==> src/rtl/dbpr_pkg.sv <==
`timescale 1ns / 1ps

package dbpr_pkg;

    // Input command codes.
    localparam logic CMD_BASELINE = 1'b0;
    localparam logic CMD_SCAN     = 1'b1;

    // Fixed widths of the result fields.
    localparam int SLOT_W   = 5;
    localparam int GPIO_W   = 6;
    localparam int BUTTON_W = 5;

    // Number of distinct table keys (slot index modulo 32).
    localparam int KEY_NUM = 32;

    // GPIO number of each candidate slot.
    localparam int GPIO_LIST_LEN = 25;
    localparam logic [GPIO_W-1:0] GPIO_OF_SLOT [GPIO_LIST_LEN] = '{
        6'd1,  6'd2,  6'd4,  6'd5,  6'd6,  6'd7,  6'd8,  6'd9,  6'd10,
        6'd11, 6'd12, 6'd13, 6'd14, 6'd15, 6'd16, 6'd17, 6'd18, 6'd21,
        6'd38, 6'd39, 6'd40, 6'd41, 6'd42, 6'd47, 6'd48
    };

    // Per-cycle strobes from the input handshake to every lane.
    typedef struct packed {
        logic load;  // baseline transaction: capture level, clear time
        logic scan;  // scan transaction: evaluate the pin
    } lane_cmd_t;

    // One result transaction.
    typedef struct packed {
        logic [SLOT_W-1:0]   pin_slot;
        logic [GPIO_W-1:0]   gpio_number;
        logic [BUTTON_W-1:0] button_number;
        logic                is_repeat;
        logic                last_event;
    } evt_t;

    // GPIO number of a slot; slots past the candidate list report zero.
    function automatic logic [GPIO_W-1:0] gpio_for(input logic [5:0] slot);
        logic [GPIO_W-1:0] g;
        g = '0;
        if (slot < 6'(GPIO_LIST_LEN))
        begin
            g = GPIO_OF_SLOT[slot[4:0]];
        end
        return g;
    endfunction

endpackage

==> src/rtl/debounced_press_order_recorder.sv <==
`timescale 1ns / 1ps

// Debounced press order recorder.
// Scan channel (scan_valid / scan_stall): command, pin_levels, now_ms. A
// baseline transaction (command 0) loads every pin's level and clears its
// change time. A scan transaction (command 1) lets all pin lanes judge
// their level change at once, then a merge stage walks the pins in pin
// order, one pin per cycle unless stalled, assigning order table positions.
// Event channel (event_valid / event_stall): one transaction per reported
// press; last_event marks the final one of a scan. Each result is held back
// one step so the last can be marked. A scan keeps the block busy through
// the one-pin-per-cycle walk and the final flush, and longer while the
// receiver stalls; a baseline does not make it busy.
// scan_stall stays high while a scan is being walked. When the receiver
// stalls, the walk pauses once an event is both held in the output register
// and waiting behind it; nothing is dropped.
// Configuration: settle_ms is written when cfg_valid is high (cfg_ready is
// always high). Reset sets the interval to 25, all levels high, change times
// to zero and empties the order table.
module debounced_press_order_recorder #(
    parameter int NUM_PINS    = 25,
    parameter int TABLE_DEPTH = 32
) (
    input  logic                clk,
    input  logic                rst_n,
    input  logic                cfg_valid,
    output logic                cfg_ready,
    input  logic [15:0]         settle_ms,
    input  logic                scan_valid,
    output logic                scan_stall,
    input  logic                command,
    input  logic [NUM_PINS-1:0] pin_levels,
    input  logic [31:0]         now_ms,
    output logic                event_valid,
    input  logic                event_stall,
    output logic [4:0]          pin_slot,
    output logic [5:0]          gpio_number,
    output logic [4:0]          button_number,
    output logic                is_repeat,
    output logic                last_event
);

    logic [15:0]          debounce_reg;
    logic                 busy;
    logic                 accept;
    dbpr_pkg::lane_cmd_t  lane_cmd;
    logic [NUM_PINS-1:0]  press_mask;
    dbpr_pkg::evt_t       event_data;

    // Debounce interval register.
    assign cfg_ready = 1'b1;

    always_ff @(posedge clk or negedge rst_n)
    begin
        if (!rst_n)
        begin
            debounce_reg <= 16'd25;
        end
        else if (cfg_valid && cfg_ready)
        begin
            debounce_reg <= settle_ms;
        end
    end

    // Input transaction decode.
    assign scan_stall    = busy;
    assign accept        = scan_valid && !scan_stall;
    assign lane_cmd.load = accept && (command == dbpr_pkg::CMD_BASELINE);
    assign lane_cmd.scan = accept && (command == dbpr_pkg::CMD_SCAN);

    // One debounce lane per watched pin.
    for (genvar k = 0; k < NUM_PINS; k++)
    begin : g_lane
        dbpr_lane u_lane (
            .clk       (clk),
            .rst_n     (rst_n),
            .cmd       (lane_cmd),
            .level     (pin_levels[k]),
            .now_ms    (now_ms),
            .settle_ms (debounce_reg),
            .press     (press_mask[k])
        );
    end

    // Ordered merge of the presses and the order table.
    dbpr_merge #(
        .NUM_PINS    (NUM_PINS),
        .TABLE_DEPTH (TABLE_DEPTH)
    ) u_merge (
        .clk         (clk),
        .rst_n       (rst_n),
        .start       (lane_cmd.scan),
        .press_mask  (press_mask),
        .busy        (busy),
        .event_valid (event_valid),
        .event_stall (event_stall),
        .event_data  (event_data)
    );

    assign pin_slot      = event_data.pin_slot;
    assign gpio_number   = event_data.gpio_number;
    assign button_number = event_data.button_number;
    assign is_repeat     = event_data.is_repeat;
    assign last_event    = event_data.last_event;

endmodule

==> src/rtl/dbpr_lane.sv <==
`timescale 1ns / 1ps

module dbpr_lane (
    input  logic               clk,
    input  logic               rst_n,
    input  dbpr_pkg::lane_cmd_t cmd,
    input  logic               level,
    input  logic [31:0]        now_ms,
    input  logic [15:0]        settle_ms,
    output logic               press
);

    logic        acc_level_reg;
    logic        acc_level_next;
    logic [31:0] change_time_reg;
    logic [31:0] change_time_next;
    logic [31:0] elapsed;
    logic        accept;

    // A change is taken once the debounce interval has passed (mod 2^32).
    assign elapsed = now_ms - change_time_reg;
    assign accept  = (level != acc_level_reg) && (elapsed >= {16'd0, settle_ms});
    assign press   = cmd.scan && accept && !level;

    // Next state of the pin's accepted level and change time.
    always_comb
    begin
        acc_level_next   = acc_level_reg;
        change_time_next = change_time_reg;
        if (cmd.load)
        begin
            acc_level_next   = level;
            change_time_next = '0;
        end
        else if (cmd.scan && accept)
        begin
            acc_level_next   = level;
            change_time_next = now_ms;
        end
    end

    always_ff @(posedge clk or negedge rst_n)
    begin
        if (!rst_n)
        begin
            acc_level_reg   <= 1'b1;
            change_time_reg <= '0;
        end
        else
        begin
            acc_level_reg   <= acc_level_next;
            change_time_reg <= change_time_next;
        end
    end

endmodule

==> src/rtl/dbpr_merge.sv <==
`timescale 1ns / 1ps

module dbpr_merge #(
    parameter int NUM_PINS    = 25,
    parameter int TABLE_DEPTH = 32
) (
    input  logic                clk,
    input  logic                rst_n,
    input  logic                start,
    input  logic [NUM_PINS-1:0] press_mask,
    output logic                busy,
    output logic                event_valid,
    input  logic                event_stall,
    output dbpr_pkg::evt_t      event_data
);

    localparam int IDX_W = (NUM_PINS > 1) ? $clog2(NUM_PINS) : 1;
    localparam int POS_W = (TABLE_DEPTH > 1) ? $clog2(TABLE_DEPTH) : 1;
    localparam int CNT_W = $clog2(TABLE_DEPTH + 1);

    localparam logic [1:0] ST_IDLE  = 2'd0;
    localparam logic [1:0] ST_WALK  = 2'd1;
    localparam logic [1:0] ST_FLUSH = 2'd2;

    logic [1:0]          state_reg;
    logic [1:0]          state_next;
    logic [NUM_PINS-1:0] mask_reg;
    logic [NUM_PINS-1:0] mask_next;
    logic [IDX_W-1:0]    idx_reg;
    logic [IDX_W-1:0]    idx_next;
    logic [CNT_W-1:0]    count_reg;
    logic [CNT_W-1:0]    count_next;

    // Reverse map of the order table: key is the slot modulo 32.
    logic [dbpr_pkg::KEY_NUM-1:0] mapped_reg;
    logic [dbpr_pkg::KEY_NUM-1:0] mapped_next;
    logic [POS_W-1:0]             pos_reg [dbpr_pkg::KEY_NUM];
    logic                         pos_we;

    logic           pend_valid_reg;
    logic           pend_valid_next;
    dbpr_pkg::evt_t pend_reg;
    dbpr_pkg::evt_t pend_next;
    logic           out_valid_reg;
    logic           out_valid_next;
    dbpr_pkg::evt_t out_reg;
    dbpr_pkg::evt_t out_next;

    logic [5:0]     slot6;
    logic [4:0]     key;
    logic           seen;
    logic           room;
    logic           has_res;
    logic           out_free;
    logic           last_idx;
    dbpr_pkg::evt_t cand;

    // Decode the pin under the walk pointer.
    assign slot6    = 6'(idx_reg);
    assign key      = slot6[4:0];
    assign seen     = mapped_reg[key];
    assign room     = count_reg < CNT_W'(TABLE_DEPTH);
    assign has_res  = mask_reg[idx_reg] && (seen || room);
    assign out_free = !out_valid_reg || !event_stall;
    assign last_idx = (idx_reg == IDX_W'(NUM_PINS - 1));

    always_comb
    begin
        cand.pin_slot      = key;
        cand.gpio_number   = dbpr_pkg::gpio_for(slot6);
        cand.button_number = seen ? dbpr_pkg::BUTTON_W'(pos_reg[key])
                                  : dbpr_pkg::BUTTON_W'(count_reg);
        cand.is_repeat     = seen;
        cand.last_event    = 1'b0;
    end

    // Walk sequencer: one pin per cycle unless the output stalls, one result held back to mark the last.
    always_comb
    begin
        state_next      = state_reg;
        mask_next       = mask_reg;
        idx_next        = idx_reg;
        count_next      = count_reg;
        mapped_next     = mapped_reg;
        pos_we          = 1'b0;
        pend_valid_next = pend_valid_reg;
        pend_next       = pend_reg;
        out_valid_next  = out_valid_reg && event_stall;
        out_next        = out_reg;
        unique case (state_reg)
            ST_IDLE:
            begin
                if (start)
                begin
                    mask_next  = press_mask;
                    idx_next   = '0;
                    state_next = ST_WALK;
                end
            end
            ST_WALK:
            begin
                if (!(has_res && pend_valid_reg && !out_free))
                begin
                    if (has_res)
                    begin
                        if (pend_valid_reg)
                        begin
                            out_valid_next = 1'b1;
                            out_next       = pend_reg;
                        end
                        pend_valid_next = 1'b1;
                        pend_next       = cand;
                        if (!seen)
                        begin
                            mapped_next[key] = 1'b1;
                            pos_we           = 1'b1;
                            count_next       = count_reg + CNT_W'(1);
                        end
                    end
                    if (last_idx)
                    begin
                        state_next = ST_FLUSH;
                    end
                    else
                    begin
                        idx_next = idx_reg + IDX_W'(1);
                    end
                end
            end
            ST_FLUSH:
            begin
                if (!pend_valid_reg)
                begin
                    state_next = ST_IDLE;
                end
                else if (out_free)
                begin
                    out_valid_next       = 1'b1;
                    out_next             = pend_reg;
                    out_next.last_event  = 1'b1;
                    pend_valid_next      = 1'b0;
                    state_next           = ST_IDLE;
                end
            end
            default:
            begin
                state_next = ST_IDLE;
            end
        endcase
    end

    // Control registers.
    always_ff @(posedge clk or negedge rst_n)
    begin
        if (!rst_n)
        begin
            state_reg      <= ST_IDLE;
            count_reg      <= '0;
            mapped_reg     <= '0;
            pend_valid_reg <= 1'b0;
            out_valid_reg  <= 1'b0;
        end
        else
        begin
            state_reg      <= state_next;
            count_reg      <= count_next;
            mapped_reg     <= mapped_next;
            pend_valid_reg <= pend_valid_next;
            out_valid_reg  <= out_valid_next;
        end
    end

    // Payload registers.
    always_ff @(posedge clk)
    begin
        mask_reg <= mask_next;
        idx_reg  <= idx_next;
        pend_reg <= pend_next;
        out_reg  <= out_next;
        if (pos_we)
        begin
            pos_reg[key] <= POS_W'(count_reg);
        end
    end

    assign busy        = (state_reg != ST_IDLE);
    assign event_valid = out_valid_reg;
    assign event_data  = out_reg;

endmodule

==> config.mk <==
export PLATFORM = sky130hd
export DESIGN_NAME = debounced_press_order_recorder
export DESIGN_NICKNAME = d
export VERILOG_FILES = /design/src/rtl/dbpr_pkg.sv /design/src/rtl/debounced_press_order_recorder.sv /design/src/rtl/dbpr_lane.sv /design/src/rtl/dbpr_merge.sv
export SDC_FILE = /design/constraint.sdc
export NUM_CORES = 2
export LEC_CHECK = 0
export BUFFER_PORTS_ARGS = -buffer_cell sky130_fd_sc_hd__buf_4
export CAP_MARGIN = 5
export CORE_AREA = 2 2 405 407
export CTS_CLUSTER_DIAMETER = 120
export DETAILED_ROUTE_END_ITERATION = 8
export DIE_AREA = 0 0 407 409
export PLACE_DENSITY = 0.76
export SLEW_MARGIN = 20
export SYNTH_ARGS = -nofsm -noshare
export SYNTH_HDL_FRONTEND = slang
export SYNTH_SLANG_ARGS = --single-unit
==> constraint.sdc <==
create_clock -name clk -period 5.9 [get_ports clk]
set_clock_uncertainty 0.05 [all_clocks]
set_input_delay 0.295 -clock clk [delete_from_list [all_inputs] [get_ports clk]]
set_output_delay 0.295 -clock clk [all_outputs]
set_load 0.01 [all_outputs]
==> metrics <==
status=finished clean; Synth Register Bits=1108; cts bufs inserted=136; CTS H-tree lvls=4; dpl hpwl=261800 µm; clock net sink count=1108; Max stage delay cell, worst path=nor4b_1; io pins=100; Worst Setup SP=now_ms[1]; Die Ht=409 µm; TritonCTS clock tree=yes; first-pass GRT wire length=555100 µm; initial antenna violation count=26; r2r endpoint=g_lane[9].u_lane.acc_level_reg; Avg WL per Cell=26.24 µm; FF-to-FF Start=g_lane[9].u_lane.change_time_reg[0]; Die Span X=407 µm; HP Class=in2reg; Seq/Total Area, Yosys=0.2887; Synth top area share=0.2139; Final Hold Vio Count=0; share of cells above drive strength 1=0.08446; Layout fillers=13088; final setup TNS=0 ns; Placed Area=105200 µm²; synthesized cell area=100000 µm²; die area=166500 µm²; Pre-antenna DRT Iters=7; Critical Path AT=6.15 ns; Routed WL=374100 µm; CP max FO=10; period utilisation layout=0.9720; DR iter-0 viols=10304; Vias=95103; detailed-route DRC error count=0; dominant cells by area after synthesis=dfrtp_1 (21%), ha_1 (15%), edfxtp_1 (6.8%); Design Area, Final=111200 µm²; CTS Buffer Depth=3; final RePlAce weighted congestion=1.029; worst setup path endpoint=u_merge.mask_reg[13]; fmax=174.4 MHz; root buf cell=clkbuf_16; Top delay family on crit path=simple AND/OR/NAND/NOR gates; post-route ant nets=0; row count=148; Setup-failing EPs final=0; min Tclk post-route=5.735 ns; vias in the first global route=90754; Slew @ Worst Pin=1.229 ns; total of max-cap violations=0; CP Class=in2reg; CP bufs+invs=5; Worst EP required=6.31 ns; Tot GR Track Use=0.4413; Largest register FFs=800; Net count, final=13245; Slew headroom=0.1800; EDFF count, synth=225; Mapped Cells=11753; Pwr per Cell Area=505.4 nW/µm²; Layout area overhead=11.13%; crit-path max cell delay=0.93 ns; Starting Density=0.6175; clock latency on the worst-skew pair=0.84 ns; top_reg_cell synth=dfrtp_1; Slew Viols, Final=0; Worst R2R Setup Slack=0.22 ns; Reg2Reg Depth=25; Mean Syn Cell Area=8.512 µm²; Yosys cell types=102; synth warn=0; Leak=49.52 nW; Post-synth ARST share=0.7969; cell taking the most area after synthesis=dfrtp_1; maximum number of pins on one net before global-route repair=168; Critical Path Source Type=primary input; Overflow after GRT=0; Vias per Instance=6.671; clock-pin slew on the worst setup and hold paths=0.06 ns; CP Depth=27; worst vdd ir=0.3637 mV; number of port buffers=98; Worst Setup End Kind=flop; Core Box Area=162000 µm²
-- final cells by class --
cell class                      instances  area (µm²)  area share
Clock inverter                         62       917.1    0.008249
Sequential cell                      1108       28890      0.2599
Multi-Input combinational cell       9140       65740      0.5912
Antenna cell                           17       42.54   0.0003826
Timing Repair Buffer                  570        5281     0.04750
Tap cell                             2175        2721     0.02448
Clock buffer                          187        3837     0.03451
Inverter                              998        3754     0.03376
-- metrics by stage --
| stage | instances | utilization | worst slack (ns) | total power, mW | hold slack (ns) |
|---|---|---|---|---|---|
| after global placement | 13891 | 0.6495 | -0.1025 | 44.86 | 0.2931 |
| after CTS | 14230 | 0.6844 | 0.07169 | 55.22 | 0.006466 |
| after global routing | 14241 | 0.6860 | -0.004829 | 60.20 | 0.01191 |
| after detailed placement | 13891 | 0.6495 | -0.1920 | 45.92 | 0.3062 |
| after floorplan | 11772 | - | 0.01890 | 36.81 | -0.05059 |
| final | 14257 | 0.6862 | 0.1650 | 56.19 | 0.04438 |
-- cells in the final DEF, fill, tap and decap left out, types with 39 or more instances in the layout --
cell,netlist,final
nand2_1,1415,1389
ha_1,1187,1186
inv_1,992,975
a21oi_1,956,949
dfrtp_1,855,850
mux2i_1,634,634
nor2_1,587,586
o21ai_0,450,449
buf_4,10,411
a21o_1,408,408
xnor2_1,332,332
nand3_1,267,262
o21ai_1,248,248
edfxtp_1,225,225
xor2_1,199,199
nand4_1,191,191
o31ai_1,177,175
o21a_1,170,169
clkbuf_16,0,138
nor2b_1,131,131
nand2b_1,130,130
nor3_1,134,124
a31oi_1,96,96
o211ai_1,95,95
o21bai_1,93,93
dlygate4sd3_1,0,90
and3_1,91,89
a211oi_1,87,87
mux4_2,67,67
nor4_1,67,61
buf_12,0,59
and2_1,50,51
o2111ai_1,47,47
or3_1,45,42
o31a_1,40,39
-- layer usage --
layer  GRT usage  part of all wire  up-vias
li1            -                 -    42828
met1      0.5655              0.39    45720
met2      0.6532              0.42     5215
met3      0.1127              0.11     1322
met4      0.2986             0.077       18
met5           0           0.00034        -
-- power breakdown --
group	internal (mW)	switching (mW)	total (mW)
combinational	14.2	20.9	35.1
sequential	10.6	1.55	12.1
clock	5.21	3.78	8.99
-- how the worst min path moves through the flow --
stage	cells past startpoint	end	start	slack, ns
after floorplan	0	debounce_reg[10]	rst_n	-0.05
after global placement	1	g_lane[0].u_lane.change_time_reg[23]	rst_n	0.29
after detailed placement	1	g_lane[0].u_lane.change_time_reg[24]	rst_n	0.31
after CTS	4	g_lane[9].u_lane.change_time_reg[10]	now_ms[10]	0.006
after global routing	4	g_lane[9].u_lane.change_time_reg[10]	now_ms[10]	0.01
final	4	g_lane[9].u_lane.change_time_reg[30]	now_ms[30]	0.04
-- worst min-delay path: cells and delay by family --
kind / cells / cell delay [ns]
AO/OA/AOI/OAI: 1 / 0.05
AND/OR/NAND/NOR: 1 / 0.12
buffers and inverters: 2 / 0.42
-- kinds of logic after synthesis --
kind of cell    share of synthesized area
compound gates                     0.2113
xor+xnor                          0.04649
fa+ha+maj                          0.1535
buf+inv                           0.05865
flops                              0.2887
mux                               0.08313
other cells                    0.00007507
simple gates                       0.1581
-- repair_timing --
action	4_1_cts	5_1_grt
hold buffers	90	0
hold endpoints to repair	192	0
setup buffers	0	8
gates resized for setup	0	39
setup endpoints to repair	0	307
-- synth_stat cells (33+ instances only) --
cell / instances
mux2i_1: 634
nand2_1: 1415
a21oi_1: 956
mux4_2: 67
o211ai_1: 95
ha_1: 1187
nand3_1: 267
o21ai_0: 450
edfxtp_1: 225
inv_1: 992
clkbuf_1: 451
nor3_1: 134
o31a_1: 40
nor2_1: 587
a21o_1: 408
a211oi_1: 87
buf_2: 43
a31oi_1: 96
xnor2_1: 332
o21bai_1: 93
and2_1: 50
dfrtp_1: 855
or2_1: 37
a2111oi_0: 33
o21a_1: 170
nor2b_1: 131
o2111ai_1: 47
nand2b_1: 130
o21ai_1: 248
and3_1: 91
nand4_1: 191
o31ai_1: 177
nor4_1: 67
or3_1: 45
xor2_1: 199
Note: power is estimated with default switching activity, not from simulation.
